--- config.mk ---
export PLATFORM = sky130hd
export DESIGN_NAME = sql_last_statement_split_scanner
export DESIGN_NICKNAME = d
export VERILOG_FILES = /design/src/slss_pkg.sv /design/src/slss_step.sv /design/src/sql_last_statement_split_scanner.sv
export VERILOG_INCLUDE_DIRS = /design/src /design/src/src
export SDC_FILE = /design/constraint.sdc
export NUM_CORES = 1
export LEC_CHECK = 0
export BUFFER_PORTS_ARGS = -buffer_cell sky130_fd_sc_hd__clkbuf_2
export CAP_MARGIN = 20
export CORE_UTILIZATION = 51
export DETAILED_ROUTE_END_ITERATION = 6
export PLACE_DENSITY_LB_ADDON = 0.25
export SYNTH_ARGS = -nofsm -noshare
export SYNTH_HDL_FRONTEND = slang
export SYNTH_HIERARCHICAL = 1
export SYNTH_SLANG_ARGS = --single-unit
--- constraint.sdc ---
create_clock -name i_clk -period 8.1 [get_ports i_clk]
set_input_delay 2.43 -clock i_clk [delete_from_list [all_inputs] [get_ports i_clk]]
set_output_delay 2.43 -clock i_clk [all_outputs]
set_load 0.01 [all_outputs]
--- src/sql_last_statement_split_scanner_assert.svh ---
// Assertion macros for the SQL statement split scanner.
// Used by the top level only; no other dependencies.
`ifndef SQL_LAST_STATEMENT_SPLIT_SCANNER_ASSERT_SVH
`define SQL_LAST_STATEMENT_SPLIT_SCANNER_ASSERT_SVH

// A condition that holds at every clock edge outside reset.
`define SLSS_ASSERT_ALWAYS(lbl, clk, rst_n, cond, msg) \
    lbl: assert property (@(posedge clk) disable iff (!rst_n) (cond)) else $error(msg);

// A condition that must hold in the cycle after the trigger.
`define SLSS_ASSERT_NEXT(lbl, clk, rst_n, trig, cond, msg) \
    lbl: assert property (@(posedge clk) disable iff (!rst_n) (trig) |=> (cond)) \
        else $error(msg);

`endif

--- src/slss_pkg.sv ---
// Package for the SQL statement split scanner: scan state types, byte codes
// and small byte classifiers. Used by slss_step and the top level.
`default_nettype none

package slss_pkg;

    // Field widths of the stream words.
    localparam int TEXT_BYTE_W     = 8;
    localparam int SPLIT_OFFSET_W  = 17;
    localparam int IN_TDATA_W      = 8;
    localparam int OUT_TDATA_W     = 24;
    localparam int OUT_TUSER_W     = 1;

    // Byte codes that steer the scanner.
    localparam logic [TEXT_BYTE_W-1:0] CH_DASH    = 8'h2D;
    localparam logic [TEXT_BYTE_W-1:0] CH_SLASH   = 8'h2F;
    localparam logic [TEXT_BYTE_W-1:0] CH_STAR    = 8'h2A;
    localparam logic [TEXT_BYTE_W-1:0] CH_SEMI    = 8'h3B;
    localparam logic [TEXT_BYTE_W-1:0] CH_SQUOTE  = 8'h27;
    localparam logic [TEXT_BYTE_W-1:0] CH_DQUOTE  = 8'h22;
    localparam logic [TEXT_BYTE_W-1:0] CH_BTICK   = 8'h60;
    localparam logic [TEXT_BYTE_W-1:0] CH_NEWLINE = 8'h0A;
    localparam logic [TEXT_BYTE_W-1:0] CH_SPACE   = 8'h20;
    localparam logic [TEXT_BYTE_W-1:0] CH_TAB     = 8'h09;
    localparam logic [TEXT_BYTE_W-1:0] CH_CR      = 8'h0D;

    typedef enum logic [1:0] {
        MODE_NORMAL,
        MODE_LINE,
        MODE_BLOCK,
        MODE_QUOTE
    } t_scan_mode;

    typedef enum logic [1:0] {
        QUOTE_NONE,
        QUOTE_SINGLE,
        QUOTE_DOUBLE,
        QUOTE_BACKTICK
    } t_quote;

    typedef enum logic [1:0] {
        HELD_NONE,
        HELD_DASH,
        HELD_SLASH
    } t_held;

    // Mode state of the scanner, apart from positions.
    typedef struct packed {
        t_scan_mode mode;
        t_quote     quote;
        logic       close_seen;
        t_held      held;
        logic       star_seen;
    } t_scan_state;

    // What one byte does to the split tracking.
    typedef struct packed {
        logic content;
        logic semicolon;
    } t_scan_evt;

    localparam t_scan_state SCAN_RESET = '{
        mode:       MODE_NORMAL,
        quote:      QUOTE_NONE,
        close_seen: 1'b0,
        held:       HELD_NONE,
        star_seen:  1'b0
    };

    // Quote kind that a byte opens or closes.
    function automatic t_quote quote_of(input logic [TEXT_BYTE_W-1:0] b);
        t_quote q;
        q = QUOTE_NONE;
        if (b == CH_SQUOTE) begin
            q = QUOTE_SINGLE;
        end else if (b == CH_DQUOTE) begin
            q = QUOTE_DOUBLE;
        end else if (b == CH_BTICK) begin
            q = QUOTE_BACKTICK;
        end
        return q;
    endfunction

    // Space, tab, newline, vertical tab, form feed and carriage return.
    function automatic logic is_blank(input logic [TEXT_BYTE_W-1:0] b);
        return (b == CH_SPACE) || ((b >= CH_TAB) && (b <= CH_CR));
    endfunction

endpackage

`default_nettype wire

--- src/slss_step.sv ---
// One-byte step of the SQL split scanner: next mode state and split events.
// Depends on slss_pkg.
`default_nettype none

module slss_step (
    input  wire  slss_pkg::t_scan_state          i_state,
    input  wire  [slss_pkg::TEXT_BYTE_W-1:0]     i_byte,
    output slss_pkg::t_scan_state                o_state,
    output slss_pkg::t_scan_evt                  o_evt
);
    import slss_pkg::*;

    t_quote byte_quote;
    logic   run_normal;
    logic   pair_dash;
    logic   pair_slash;
    logic   comment_open;

    // The byte is seen by normal text either directly or right after a quote closes.
    assign byte_quote   = quote_of(i_byte);
    assign run_normal   = (i_state.mode == MODE_NORMAL) ||
                          ((i_state.mode == MODE_QUOTE) && i_state.close_seen &&
                           (byte_quote != i_state.quote));
    assign pair_dash    = (i_state.held == HELD_DASH) && (i_byte == CH_DASH);
    assign pair_slash   = (i_state.held == HELD_SLASH) && (i_byte == CH_STAR);
    assign comment_open = pair_dash || pair_slash;

    // Next mode state.
    always_comb begin
        o_state = i_state;
        unique case (i_state.mode)
            MODE_LINE: begin
                if (i_byte == CH_NEWLINE) begin
                    o_state.mode = MODE_NORMAL;
                end
            end
            MODE_BLOCK: begin
                if (i_state.star_seen && (i_byte == CH_SLASH)) begin
                    o_state.mode      = MODE_NORMAL;
                    o_state.star_seen = 1'b0;
                end else begin
                    o_state.star_seen = (i_byte == CH_STAR);
                end
            end
            MODE_QUOTE: begin
                if (i_state.close_seen) begin
                    o_state.close_seen = 1'b0;
                    if (byte_quote != i_state.quote) begin
                        o_state.mode = MODE_NORMAL;
                    end
                end else if (byte_quote == i_state.quote) begin
                    o_state.close_seen = 1'b1;
                end
            end
            default: begin
            end
        endcase

        // Normal text handling, including the held dash or slash.
        if (run_normal) begin
            o_state.held = HELD_NONE;
            if (pair_dash) begin
                o_state.mode = MODE_LINE;
            end else if (pair_slash) begin
                o_state.mode      = MODE_BLOCK;
                o_state.star_seen = 1'b0;
            end else if (i_byte == CH_DASH) begin
                o_state.held = HELD_DASH;
            end else if (i_byte == CH_SLASH) begin
                o_state.held = HELD_SLASH;
            end else if (byte_quote != QUOTE_NONE) begin
                o_state.mode       = MODE_QUOTE;
                o_state.quote      = byte_quote;
                o_state.close_seen = 1'b0;
            end
        end
    end

    // Split events: content confirms a pending split, a semicolon starts one.
    always_comb begin
        o_evt = '0;
        if (run_normal && !comment_open) begin
            o_evt.content   = (i_state.held != HELD_NONE) ||
                              ((i_byte != CH_DASH) && (i_byte != CH_SLASH) &&
                               !is_blank(i_byte));
            o_evt.semicolon = (i_byte == CH_SEMI);
        end
    end

endmodule

`default_nettype wire

--- src/sql_last_statement_split_scanner.sv ---
// Top level of the SQL statement split scanner: stream ports, offset tracking
// and the result register. Depends on slss_pkg, slss_step and the assert header.
//
// Usage:
//   SQL text enters on the s_axis channel, one byte per word, with tlast on
//   the last byte of a text. Each text yields exactly one word on m_axis:
//   tuser[0] says whether a semicolon followed by real content was found,
//   and tdata holds the offset just past the last such semicolon (zero when
//   none). Offsets saturate at MAX_TEXT_BYTES and are carried in 17 bits.
//   Every byte is scanned in the cycle it is accepted; the result word is
//   valid in the cycle after the last byte is accepted. One byte per cycle
//   is taken, back to back, across text boundaries: the next text starts
//   scanning from reset state right after its predecessor's last byte.
//   The result register holds one word. While it is full and m_axis_tready
//   is low, s_axis_tready drops on a final byte, so it waits without loss.
//   Bytes that do not end a text are accepted even while a result waits.
//   Synchronous active-low reset clears the scan state and the result valid.
`default_nettype none

module sql_last_statement_split_scanner #(
    parameter int MAX_TEXT_BYTES = 65536
) (
    input  wire                                   i_clk,
    input  wire                                   i_rst_n,
    input  wire                                   s_axis_tvalid,
    output logic                                  s_axis_tready,
    // tdata: [7:0] text_byte
    input  wire  [slss_pkg::IN_TDATA_W-1:0]       s_axis_tdata,
    // tlast: is_final
    input  wire                                   s_axis_tlast,
    output logic                                  m_axis_tvalid,
    input  wire                                   m_axis_tready,
    // tdata: [16:0] split_offset, [23:17] zero
    output logic [slss_pkg::OUT_TDATA_W-1:0]      m_axis_tdata,
    // tuser: [0] split_found
    output logic [slss_pkg::OUT_TUSER_W-1:0]      m_axis_tuser
);
    import slss_pkg::*;

    localparam int POS_W = $clog2(MAX_TEXT_BYTES + 1);
    localparam logic [POS_W-1:0] POS_MAX = POS_W'(MAX_TEXT_BYTES);

    t_scan_state r_state, n_state, step_state;
    t_scan_evt   step_evt;

    logic [POS_W-1:0] r_pos, n_pos;
    logic             r_pend_v, n_pend_v;
    logic [POS_W-1:0] r_pend_off, n_pend_off;
    logic             r_comm_v, n_comm_v;
    logic [POS_W-1:0] r_comm_off, n_comm_off;

    logic                      r_out_v, n_out_v;
    logic                      r_out_found, n_out_found;
    logic [SPLIT_OFFSET_W-1:0] r_out_off, n_out_off;

    logic                      in_acc;
    logic                      out_acc;
    logic [POS_W-1:0]          pos_next;
    logic                      commit;
    logic                      step_pend_v;
    logic [POS_W-1:0]          step_pend_off;
    logic                      step_comm_v;
    logic [POS_W-1:0]          step_comm_off;
    logic                      tail_commit;
    logic                      res_found;
    logic [POS_W-1:0]          res_off;
    logic [POS_W+SPLIT_OFFSET_W-1:0] res_off_wide;

    // Handshakes: a byte is taken unless a final result would find the register full.
    assign out_acc       = r_out_v && m_axis_tready;
    assign s_axis_tready = !r_out_v || m_axis_tready || !s_axis_tlast;
    assign in_acc        = s_axis_tvalid && s_axis_tready;

    slss_step u_step (
        .i_state (r_state),
        .i_byte  (s_axis_tdata[TEXT_BYTE_W-1:0]),
        .o_state (step_state),
        .o_evt   (step_evt)
    );

    // Saturating byte position; it is also the offset past this byte.
    assign pos_next = (r_pos == POS_MAX) ? POS_MAX : r_pos + POS_W'(1);

    // Pending and committed split after this byte.
    assign commit = step_evt.content && r_pend_v;
    always_comb begin
        step_pend_v   = r_pend_v;
        step_pend_off = r_pend_off;
        step_comm_v   = r_comm_v;
        step_comm_off = r_comm_off;
        if (commit) begin
            step_comm_v   = 1'b1;
            step_comm_off = r_pend_off;
            step_pend_v   = 1'b0;
        end
        if (step_evt.semicolon) begin
            step_pend_v   = 1'b1;
            step_pend_off = pos_next;
        end
    end

    // A dash or slash still held at the end of a text counts as content.
    assign tail_commit  = (step_state.mode == MODE_NORMAL) &&
                          (step_state.held != HELD_NONE) && step_pend_v;
    assign res_found    = tail_commit || step_comm_v;
    assign res_off      = !res_found ? '0 : (tail_commit ? step_pend_off : step_comm_off);
    assign res_off_wide = {{SPLIT_OFFSET_W{1'b0}}, res_off};

    // Scan state update; the final byte returns everything to reset.
    always_comb begin
        n_state    = r_state;
        n_pos      = r_pos;
        n_pend_v   = r_pend_v;
        n_pend_off = r_pend_off;
        n_comm_v   = r_comm_v;
        n_comm_off = r_comm_off;
        if (in_acc) begin
            if (s_axis_tlast) begin
                n_state    = SCAN_RESET;
                n_pos      = '0;
                n_pend_v   = 1'b0;
                n_pend_off = '0;
                n_comm_v   = 1'b0;
                n_comm_off = '0;
            end else begin
                n_state    = step_state;
                n_pos      = pos_next;
                n_pend_v   = step_pend_v;
                n_pend_off = step_pend_off;
                n_comm_v   = step_comm_v;
                n_comm_off = step_comm_off;
            end
        end
    end

    // Result register.
    always_comb begin
        n_out_v     = r_out_v && !out_acc;
        n_out_found = r_out_found;
        n_out_off   = r_out_off;
        if (in_acc && s_axis_tlast) begin
            n_out_v     = 1'b1;
            n_out_found = res_found;
            n_out_off   = res_off_wide[SPLIT_OFFSET_W-1:0];
        end
    end

    always_ff @(posedge i_clk) begin
        if (!i_rst_n) begin
            r_state    <= SCAN_RESET;
            r_pos      <= '0;
            r_pend_v   <= 1'b0;
            r_pend_off <= '0;
            r_comm_v   <= 1'b0;
            r_comm_off <= '0;
            r_out_v    <= 1'b0;
        end else begin
            r_state    <= n_state;
            r_pos      <= n_pos;
            r_pend_v   <= n_pend_v;
            r_pend_off <= n_pend_off;
            r_comm_v   <= n_comm_v;
            r_comm_off <= n_comm_off;
            r_out_v    <= n_out_v;
        end
    end

    always_ff @(posedge i_clk) begin
        r_out_found <= n_out_found;
        r_out_off   <= n_out_off;
    end

    // Output ports.
    assign m_axis_tvalid = r_out_v;
    assign m_axis_tdata  = {{(OUT_TDATA_W - SPLIT_OFFSET_W){1'b0}}, r_out_off};
    assign m_axis_tuser  = r_out_found;

    // Checks on the scanner's own bookkeeping.
`include "sql_last_statement_split_scanner_assert.svh"

    `SLSS_ASSERT_NEXT(a_final_resets, i_clk, i_rst_n, in_acc && s_axis_tlast, (r_pos == '0) && !r_pend_v && !r_comm_v, "scan state not cleared after the last byte")
    `SLSS_ASSERT_ALWAYS(a_commit_in_range, i_clk, i_rst_n, !r_comm_v || ((r_comm_off != '0) && (r_comm_off <= r_pos)), "committed split lies outside the scanned text")
    `SLSS_ASSERT_ALWAYS(a_empty_result_zero, i_clk, i_rst_n, !r_out_v || r_out_found || (r_out_off == '0), "offset nonzero without a split")
    `SLSS_ASSERT_ALWAYS(a_stall_only_full, i_clk, i_rst_n, s_axis_tready || r_out_v, "input stalled while the result register is empty")

endmodule

`default_nettype wire
==> results of run 1 <==
## state kept, by name (all words and copies together), names as in the netlist
name           cells
r_comm_off        17
r_out_off         17
r_pend_off        17
r_pos             17
r_state            8
m_axis_tuser       1
m_axis_tvalid      1
r_comm_v           1
r_pend_v           1
## routing by layer
layer / GRT usage (%) / vias up / wire (microns)
met2: 42.0 / 156 / 5190
met1: 34.4 / 1854 / 4820
met4: 9.60 / 0 / 210
met3: 4.67 / 21 / 696
li1: - / 1868 / -
met5: 0 / - / 0
## worst reg2reg max path, stage by stage, from the launching register on
cell and delay [ns]:
dfxtp_1 0.41, and4b_1 0.21, a31oi_1 0.16, o32ai_1 0.14, o31a_4 0.41, a211oi_1 0.79, nand2_1 0.49, nor2_1 0.58
buf_6 0.24, a22oi_1 0.10, nor2_1 0.15
## cell usage after synthesis, types with 5 or more instances
master / instances / area share (%)
dfxtp_1: 62 / 28
nor2_1: 55 / 4.7
nand2_1: 49 / 4.2
o21ai_0: 40 / 4.6
a21oi_1: 28 / 3.2
a22oi_1: 25 / 4.3
clkbuf_1: 20 / 1.7
edfxtp_1: 18 / 12
nand3_1: 17 / 1.9
buf_2: 12 / 1.4
and3_1: 11 / 1.6
inv_1: 10 / 0.86
and2_1: 9 / 1.3
xnor2_1: 9 / 1.8
a211oi_1: 8 / 1.4
a31oi_1: 8 / 1.1
buf_4: 8 / 1.4
nand2b_1: 8 / 1.1
nand3b_1: 8 / 1.4
nor4_1: 8 / 1.1
xor2_1: 7 / 1.4
nor3_1: 6 / 0.69
nor4b_1: 6 / 1.2
mux2i_1: 5 / 1.1
nor3b_1: 5 / 0.86
## power by group
| group | internal, mW | switching [mW] |
|---|---|---|
| Combinational | 0.0121 | 0.0326 |
| Sequential | 0.410 | 0.00227 |
| Clock | 0.207 | 0.152 |
| Total | 0.629 | 0.186 |
## layout make-up
class / count / share of cell area, %
Multi-Input combinational cell: 385 / 49.9
Clock inverter: 6 / 2.43
Tap cell: 105 / 2.77
Inverter: 11 / 0.870
Clock buffer: 10 / 2.69
Timing Repair Buffer: 34 / 3.77
Sequential cell: 80 / 37.5
## metrics by stage
step | std cells | hold WS, ns | total power [mW] | util (%)
detailed placement | 615 | 0.472 | 0.466 | 54.5
finish | 631 | 0.479 | 0.816 | 57.5
floorplan | 517 | 0.442 | 0.453 | -
CTS | 631 | 0.485 | 0.821 | 57.5
global placement | 614 | 0.458 | 0.465 | 54.4
global route | 631 | 0.513 | 0.846 | 57.5
## worst min-delay path by stage
stage | start | endpoint | slack (ns)
finish | r_pend_off[15] | r_pend_off[15] | 0.48
global route | r_state[0] | r_state[0] | 0.51
CTS | r_pend_off[15] | r_pend_off[15] | 0.49
detailed placement | r_pend_off[15] | r_pend_off[15] | 0.47
global placement | r_pend_off[15] | r_pend_off[15] | 0.46
floorplan | r_pend_off[15] | r_pend_off[15] | 0.44
## cell families (layout without fill, tap and decap cells)
family,after synthesis,after routing
flip-flops,80,80
adder cells (fa/ha/maj),2,2
AO/OA/AOI/OAI,140,140
multiplexers,7,7
other,1,7
XOR/XNOR,16,16
buffers and inverters,52,61
AND/OR/NAND/NOR,213,213
==> flow_summary.toml, run 1 <==
[worst_hold_path]
hold_depth = 2
hold_path.class = "flop to flop"

[layout]
mostFrequentLayoutCell = "dfxtp_1"
antenna_cells = 0
regArea_sq_mm = 0.00178
fin_area_sq_mm = 0.00475
multi_input_area_sq_mm = 0.00237
nFillCells = 782
syn2layout_area_growth_pct = 8.74
final_cell_mix = "dfxtp_1 (62), nor2_1 (55), nand2_1 (49), o21ai_0 (40), clkbuf_2 (32)"
drive_gt1_share_pct = 13.7
fin_nets = 536

[yosys]
syn_area_sq_mm = 0.00436
synth_edf_count = 18
synth_compound_area_share_pct = 20.7
ys_ff_latch = 80
synth_xor_area_share_pct = 3.21
seq_area_frac_synth_pct = 40.8
yosysWarnings = 6
synth_top_family_by_area = "simple AND/OR/NAND/NOR gates"
synth_mux_area_share_pct = 1.66
synth_simple_gate_area_share_pct = 27.4
postSynthAreaPerCell_sq_um = 8.54
netlist_instances = 511
synth_cell_type_count = 69
postSynth.asyncResetShare_pct = 0
synth_fa_ha_area_share_pct = 0.573
ys.flop_type = "dfxtp_1"

[worst_setup_path]
critPathLaunch = "s_axis_tdata[7]"
path_common_cell = "nor2_1"
crit_path_max_fanout = 11
cp.required_ns = 8.38
cpLargestDelayFamily = "simple AND/OR/NAND/NOR gates"
crit_type = "input port to flop"
regToRegEndpoint = "r_comm_off[8]"
reg2reg_from = "r_state[5]"
regToRegSetupSlack_ns = 4.36
critical-path-max-stage-delay_ns = 0.79
critical_path.cell_chain = "clkbuf_2 > or4b_4 > a211o_1 > and3_4 > o31a_4 > a211oi_1 > nand2_1 > nor2_1 > buf_6 > a22oi_1 > nor2_1"
cp_slowest_cell = "a211oi_1"
startpoint_type = "input port"
cp.arrival_ns = 6.20
cp.depth = 11
ff2ff_path_depth = 10
crit_path_end = "r_comm_off[8]"
crit_path_end_kind = "flop"
path_buf_inv = 2

[die]
fp.dieH_microns = 94.5
die_x_microns = 94.5
start_util_pct = 52.8
die-area_sq_mm = 0.00893
io_pins = 40
rows = 33
fp.coreArea_sq_mm = 0.00826

[timing]
fin_setup_tns_ns = 0
setup_viol = 0
maxSlewViolCount = 0
worst_slack_ns = 2.17
min_period_over_period_pct = 73.2
max_slew_margin_pct = 33.1
tightest_slew_ns = 0.998
hold_violations = 0
finClkSkew_ns = 0.0106
period_needed_ns = 5.93
grt_setup_unrepaired = "false"
fmax_ghz = 0.169

[clock_tree]
clk_pin_slew_ns = 0.09
root_buffer = "clkbuf_8"
cts.sinks = 80
cts_max_level = 3
cts_tree = "done"
hold_buffers = 0
cts.repair.resized = 0
clock_path_buffers = 2
cts_buffers = 9
post_cts_buffers = 0
clkLatencyLatePin_ns = 0.35

[routing]
drtPass1Iterations = 5
viasPerCell = 6.18
wl_per_cell_microns = 17.3
drt_iter0_drc = 326
vias = 3899
drc = 0
wirelength_microns = 10900
drtAntennaViolNets = 0

[power_and_ir_drop]
p_per_area_mw_per_mm2 = 172
power.leakage_nw = 1.67
vdd_ir_drop_max_v = 0.0000890

[global_route]
grt_max_degree = 46
grt_pass1_vias = 3522
grt_antenna_before_repair = 0
grt_pass1_wl_microns = 17700
grtUsageTotal_pct = 25.9
grt-ovfl-total = 0

[placed_design]
hpwl_microns = 7510
numPortBuffers = 32
place_worst_setup_slack_ns = 1.90
gp_congestion = 0.835
placed_cell_area_sq_mm = 0.00450

[outcome]
status = "finished, final reports clean"

[flow_run]
maxCapViolations = 0
Power figures use the tool's default switching activity.
==> run 2: changes to the inputs <==
clock period = 5.42 ns   (was 8.1 ns; I/O delays follow)
==> flow_summary.toml, run 2 (synthesized netlist as in run 1, its figures left out) <==
[outcome]
status = "finished, final reports clean"

[worst_setup_path]
critical-path-max-stage-delay_ns = 0.54
crit_path_end_kind = "flop"
reg2reg_from = "r_state[5]"
cp.required_ns = 5.52
crit_type = "input port to flop"
crit_path_max_fanout = 7
critical_path.cell_chain = "clkbuf_2 > or3b_2 > nor4b_1 > and2_1 > nand3_1 > a2bb2oi_1 > a41oi_1 > buf_4 > nor3_1 > o21ai_1 > a221oi_1 > a31oi_1"
cp.arrival_ns = 4.66
startpoint_type = "input port"
path_buf_inv = 2
cp_slowest_cell = "nor3_1"
regToRegSetupSlack_ns = 2.25
ff2ff_path_depth = 10
regToRegEndpoint = "r_out_off[0]"
cpLargestDelayFamily = "simple AND/OR/NAND/NOR gates"

[routing]
wirelength_microns = 10800
drtPass1Iterations = 5
drt_iter0_drc = 299
vias = 3875
drc = 0
drtAntennaViolNets = 0
wl_per_cell_microns = 17.0
viasPerCell = 6.08

[placed_design]
place_inst = 621
hpwl_microns = 7450
gp_congestion = 0.847
numPortBuffers = 32

[worst_hold_path]
hold_depth = 2
hp-start = "r_pend_off[15]"
holdPathEnd = "r_pend_off[15]"
hold_path.class = "flop to flop"

[flow_run]
maxCapViolations = 0

[timing]
setup_viol = 0
fmax_ghz = 0.219
period_needed_ns = 4.56
hold_violations = 0
finClkSkew_ns = 0.0120
tightest_slew_ns = 0.961
min_period_over_period_pct = 84.2
max_slew_margin_pct = 35.9
grt_setup_unrepaired = "false"
maxSlewViolCount = 0
fin_setup_tns_ns = 0

[clock_tree]
post_cts_buffers = 0
cts_buffers = 9
cts_tree = "done"
cts_max_level = 3
clock_path_buffers = 2
cts.repair.resized = 0
clkLatencyLatePin_ns = 0.37
root_buffer = "clkbuf_8"
cts.sinks = 80
clk_pin_slew_ns = 0.09
hold_buffers = 0

[global_route]
grt_pass1_wl_microns = 17900
grt_antenna_before_repair = 0
grt_max_degree = 46
grtUsageTotal_pct = 26.0
grt_pass1_vias = 3507
grt-ovfl-total = 0

[die]
fp.dieH_microns = 94.5
io_pins = 40
start_util_pct = 52.8
die-area_sq_mm = 0.00893
fp.coreArea_sq_mm = 0.00826
die_x_microns = 94.5
rows = 33

[layout]
mostFrequentLayoutCell = "dfxtp_1"
syn2layout_area_growth_pct = 8.49
drive_gt1_share_pct = 14.8
final_cell_mix = "dfxtp_1 (62), nor2_1 (55), nand2_1 (49), o21ai_0 (40), clkbuf_2 (32)"
fin_cells = 637
antenna_cells = 0
fin_nets = 542
nFillCells = 773

[power_and_ir_drop]
p_per_area_mw_per_mm2 = 235
vdd_ir_drop_max_v = 0.000123
fin_total_pwr_mw = 1.11
power.leakage_nw = 1.67
[run 2: tightest hold or removal path, delay by kind of cell, from the launching register on]
kind,cells,cell delay [ns]
flip-flops,1,0.33
AO/OA/AOI/OAI,1,0.05
AND/OR/NAND/NOR,1,0.05
[run 2: worst max path at each step]
stage,startpoint,to,cells past startpoint
6_report,s_axis_tdata[3],r_out_off[0],12
4_1_cts,s_axis_tdata[3],r_out_off[0],12
3_5_place_dp,s_axis_tdata[3],r_out_off[1],12
3_3_place_gp,s_axis_tdata[7],r_out_off[0],12
5_1_grt,s_axis_tdata[3],r_out_off[1],12
2_1_floorplan,s_axis_tdata[4],r_out_off[13],11
[run 2: layer usage]
layer  wire length [microns]  up-vias  GRT usage (%)
met5                       0        -              0
met4                     170        0           8.59
li1                        -     1886              -
met1                    4980     1846           35.5
met2                    5070      128           41.8
met3                     605       15           4.27
[run 2: cell type report]
cell class / instances / area, sq um / area share [%]
clock inverter: 6 / 52.6 / 1.11
sequential: 80 / 1780 / 37.6
inverter: 11 / 41.3 / 0.872
clock buffer: 10 / 138 / 2.91
multi-input combinational: 385 / 2370 / 50.1
tap: 105 / 131 / 2.77
timing repair buffer: 40 / 220 / 4.65
[run 2: metrics by stage]
stage	setup WS (ns)	hold WS [ns]	utilization, %	cell area [sq um]
finish	0.856	0.475	57.3	4730
global route	0.422	0.516	57.3	4730
CTS	0.854	0.476	57.3	4730
detailed placement	0.488	0.466	55.0	4540
global placement	0.613	0.454	55.0	4540
floorplan	0.804	0.442	-	4390
[run 2: power breakdown]
part	leakage [nW]	total (mW)	switching (mW)	internal, mW
sequential	0.673	0.616	0.00330	0.613
combinational	0.911	0.0674	0.0489	0.0186
clock	0.0910	0.427	0.242	0.185
total	1.67	1.11	0.294	0.817
==> run 3: changes to the inputs <==
ABC_AREA = 1   (was default)
clock period = 3.9 ns   (was 5.42 ns; I/O delays follow)
==> flow_summary.toml, run 3 <==
[timing]
fmax_ghz = 0.301
maxSlewViolCount = 0
grt_setup_unrepaired = "false"
setup_viol = 0
fin_hold_ws_ns = 0.477
hold_violations = 0
period_needed_ns = 3.32
tightest_slew_ns = 0.772
finClkSkew_ns = 0.0109
fin_setup_tns_ns = 0
max_slew_margin_pct = 48.5
min_period_over_period_pct = 85.1

[clock_tree]
cts_buffers = 9
cts.sinks = 80
cts_max_level = 3
cts.repair.resized = 0
clkLatencyLatePin_ns = 0.36
root_buffer = "clkbuf_8"
hold_buffers = 0
clock_path_buffers = 2
clk_pin_slew_ns = 0.08
post_cts_buffers = 0
cts_tree = "done"

[yosys]
synth_cell_type_count = 33
netlist_instances = 701
synth_most_common_cell = "nand2_1"
synth_edf_count = 18
ys_ff_latch = 80
postSynth.asyncResetShare_pct = 0
postSynthAreaPerCell_sq_um = 6.50
synth_top_area_share_pct = 27.2
synthTopCellsByArea = "dfxtp_1 (27%), nand2_1 (16%), edfxtp_1 (12%)"
synth.top_cells.by_count = "nand2_1 (198), inv_1 (100), dfxtp_1 (62)"
synth_top_cell_by_area = "dfxtp_1"
seq_area_frac_synth_pct = 39.1
yosysWarnings = 6
syn_area_sq_mm = 0.00456
ys.flop_type = "dfxtp_1"

[layout]
fin_nets = 739
fin_util_pct = 57.6
syn2layout_area_growth_pct = 9.61
mostFrequentLayoutCell = "nand2_1"
antenna_cells = 0
final_cell_mix = "nand2_1 (198), inv_1 (100), dfxtp_1 (62), nand3_1 (56), o21ai_0 (54)"
fin_area_sq_mm = 0.00499
drive_gt1_share_pct = 12.3

[global_route]
grt_max_degree = 51
grtUsageTotal_pct = 25.4
grt_pass1_vias = 4213
grt_antenna_before_repair = 0
grt-ovfl-total = 0
grt_pass1_wl_microns = 18400

[routing]
wirelength_microns = 11100
drtPass1Iterations = 5
wl_per_cell_microns = 13.3
viasPerCell = 5.32
drt_iter0_drc = 215
drc = 0
drtAntennaViolNets = 0
vias = 4457

[worst_setup_path]
critical-path-max-stage-delay_ns = 0.26
crit_path_end_kind = "flop"
startpoint_type = "input port"
critical_path.cell_chain = "clkbuf_2 > inv_2 > nand2_1 > nor2_1 > nand2_2 > nand2_2 > nand2_1 > nand2_1 > nand2_1 > nand2_2 > nand2_2 > nand2_1 > nand3_1 > nor3_1 > nand2_1 > buf_4 > o21ai_0 > inv_1"
critPathLaunch = "s_axis_tdata[2]"
path_common_cell = "nand2_1"
ff2ff_path_depth = 12
crit_path_max_fanout = 20
cp.required_ns = 4.01
cp_slowest_cell = "buf_4"
cpLargestDelayFamily = "simple AND/OR/NAND/NOR gates"
cp.depth = 18
crit_path_end = "r_out_off[8]"
cp.arrival_ns = 3.43
crit_type = "input port to flop"
regToRegEndpoint = "r_out_off[8]"
reg2reg_from = "r_state[7]"
path_buf_inv = 4
regToRegSetupSlack_ns = 1.46

[power_and_ir_drop]
p_per_area_mw_per_mm2 = 328
vdd_ir_drop_max_v = 0.000208
power.leakage_nw = 2.18

[placed_design]
placed_cell_area_sq_mm = 0.00478
hpwl_microns = 7660
numPortBuffers = 32
gp_congestion = 0.914

[die]
die-area_sq_mm = 0.00932
io_pins = 40
fp.dieH_microns = 96.5
die_x_microns = 96.5
fp.coreArea_sq_mm = 0.00868
rows = 34
start_util_pct = 52.5

[worst_hold_path]
hold_path.class = "flop to flop"

[flow_run]
maxCapViolations = 0

[outcome]
status = "finished, final reports clean"
[run 3: routing by layer]
| layer | vias up | part of all wire, % | global-route usage, % | wire length [microns] |
|---|---|---|---|---|
| li1 | 2264 | - | - | - |
| met1 | 2037 | 43 | 29.1 | 4740 |
| met2 | 137 | 51 | 46.8 | 5690 |
| met3 | 19 | 4.8 | 5.40 | 533 |
| met4 | 0 | 1.5 | 7.48 | 172 |
| met5 | - | 0 | 0 | 0 |
[run 3: worst min-delay path, delay by kind of cell, from the launching register on]
| family | cells | cell delay (ns) |
|---|---|---|
| AND/OR/NAND/NOR | 1 | 0.06 |
| flip-flops | 1 | 0.32 |
| AO/OA/AOI/OAI | 1 | 0.05 |
[run 3: power by group]
part           internal [mW]  total, mW  switching (mW)
Combinational         0.0231     0.0920          0.0689
Sequential             0.852      0.856         0.00325
Clock                  0.362      0.690           0.328
Total                   1.24       1.64           0.400
[run 3: how the worst min path moves through the flow]
stage	startpoint	depth (start not counted)	endpoint	slack (ns)
after floorplan	r_state[3]	2	r_state[3]	0.44
after CTS	r_state[3]	2	r_state[3]	0.47
after detailed placement	r_state[3]	2	r_state[3]	0.46
final	r_state[3]	2	r_state[3]	0.48
after global placement	r_state[3]	2	r_state[3]	0.45
after global routing	r_state[3]	2	r_state[3]	0.49
[run 3: logic make-up (layout without fill, tap and decap cells)]
family	after synthesis	after routing	synth area share, %
AOI/OAI and AO/OA	128	128	15.0
xor gates and xnor gates	3	3	0.577
adders and majority gates	2	2	0.549
buffers and inverters	142	164	12.6
DFF	80	80	39.1
other	1	7	0.0823
and+or+nand+nor	345	345	32.0
[run 3: layout make-up]
type	count	area (sq um)
Inverter	105	394
Timing Repair Buffer	43	243
Fill cell	846	3680
Tap cell	108	135
Clock buffer	9	124
Multi-Input combinational cell	485	2220
Sequential cell	80	1780
Clock inverter	7	93.8
[run 3: through the flow]
| step | power (mW) | setup slack [ns] | std cells |
|---|---|---|---|
| 4_1_cts | 1.65 | 0.608 | 837 |
| 3_3_place_gp | 0.963 | 0.362 | 821 |
| 3_5_place_dp | 0.967 | 0.242 | 821 |
| 5_1_grt | 1.69 | 0.257 | 837 |
| 2_1_floorplan | 0.936 | 0.775 | 707 |
| 6_report | 1.64 | 0.581 | 837 |
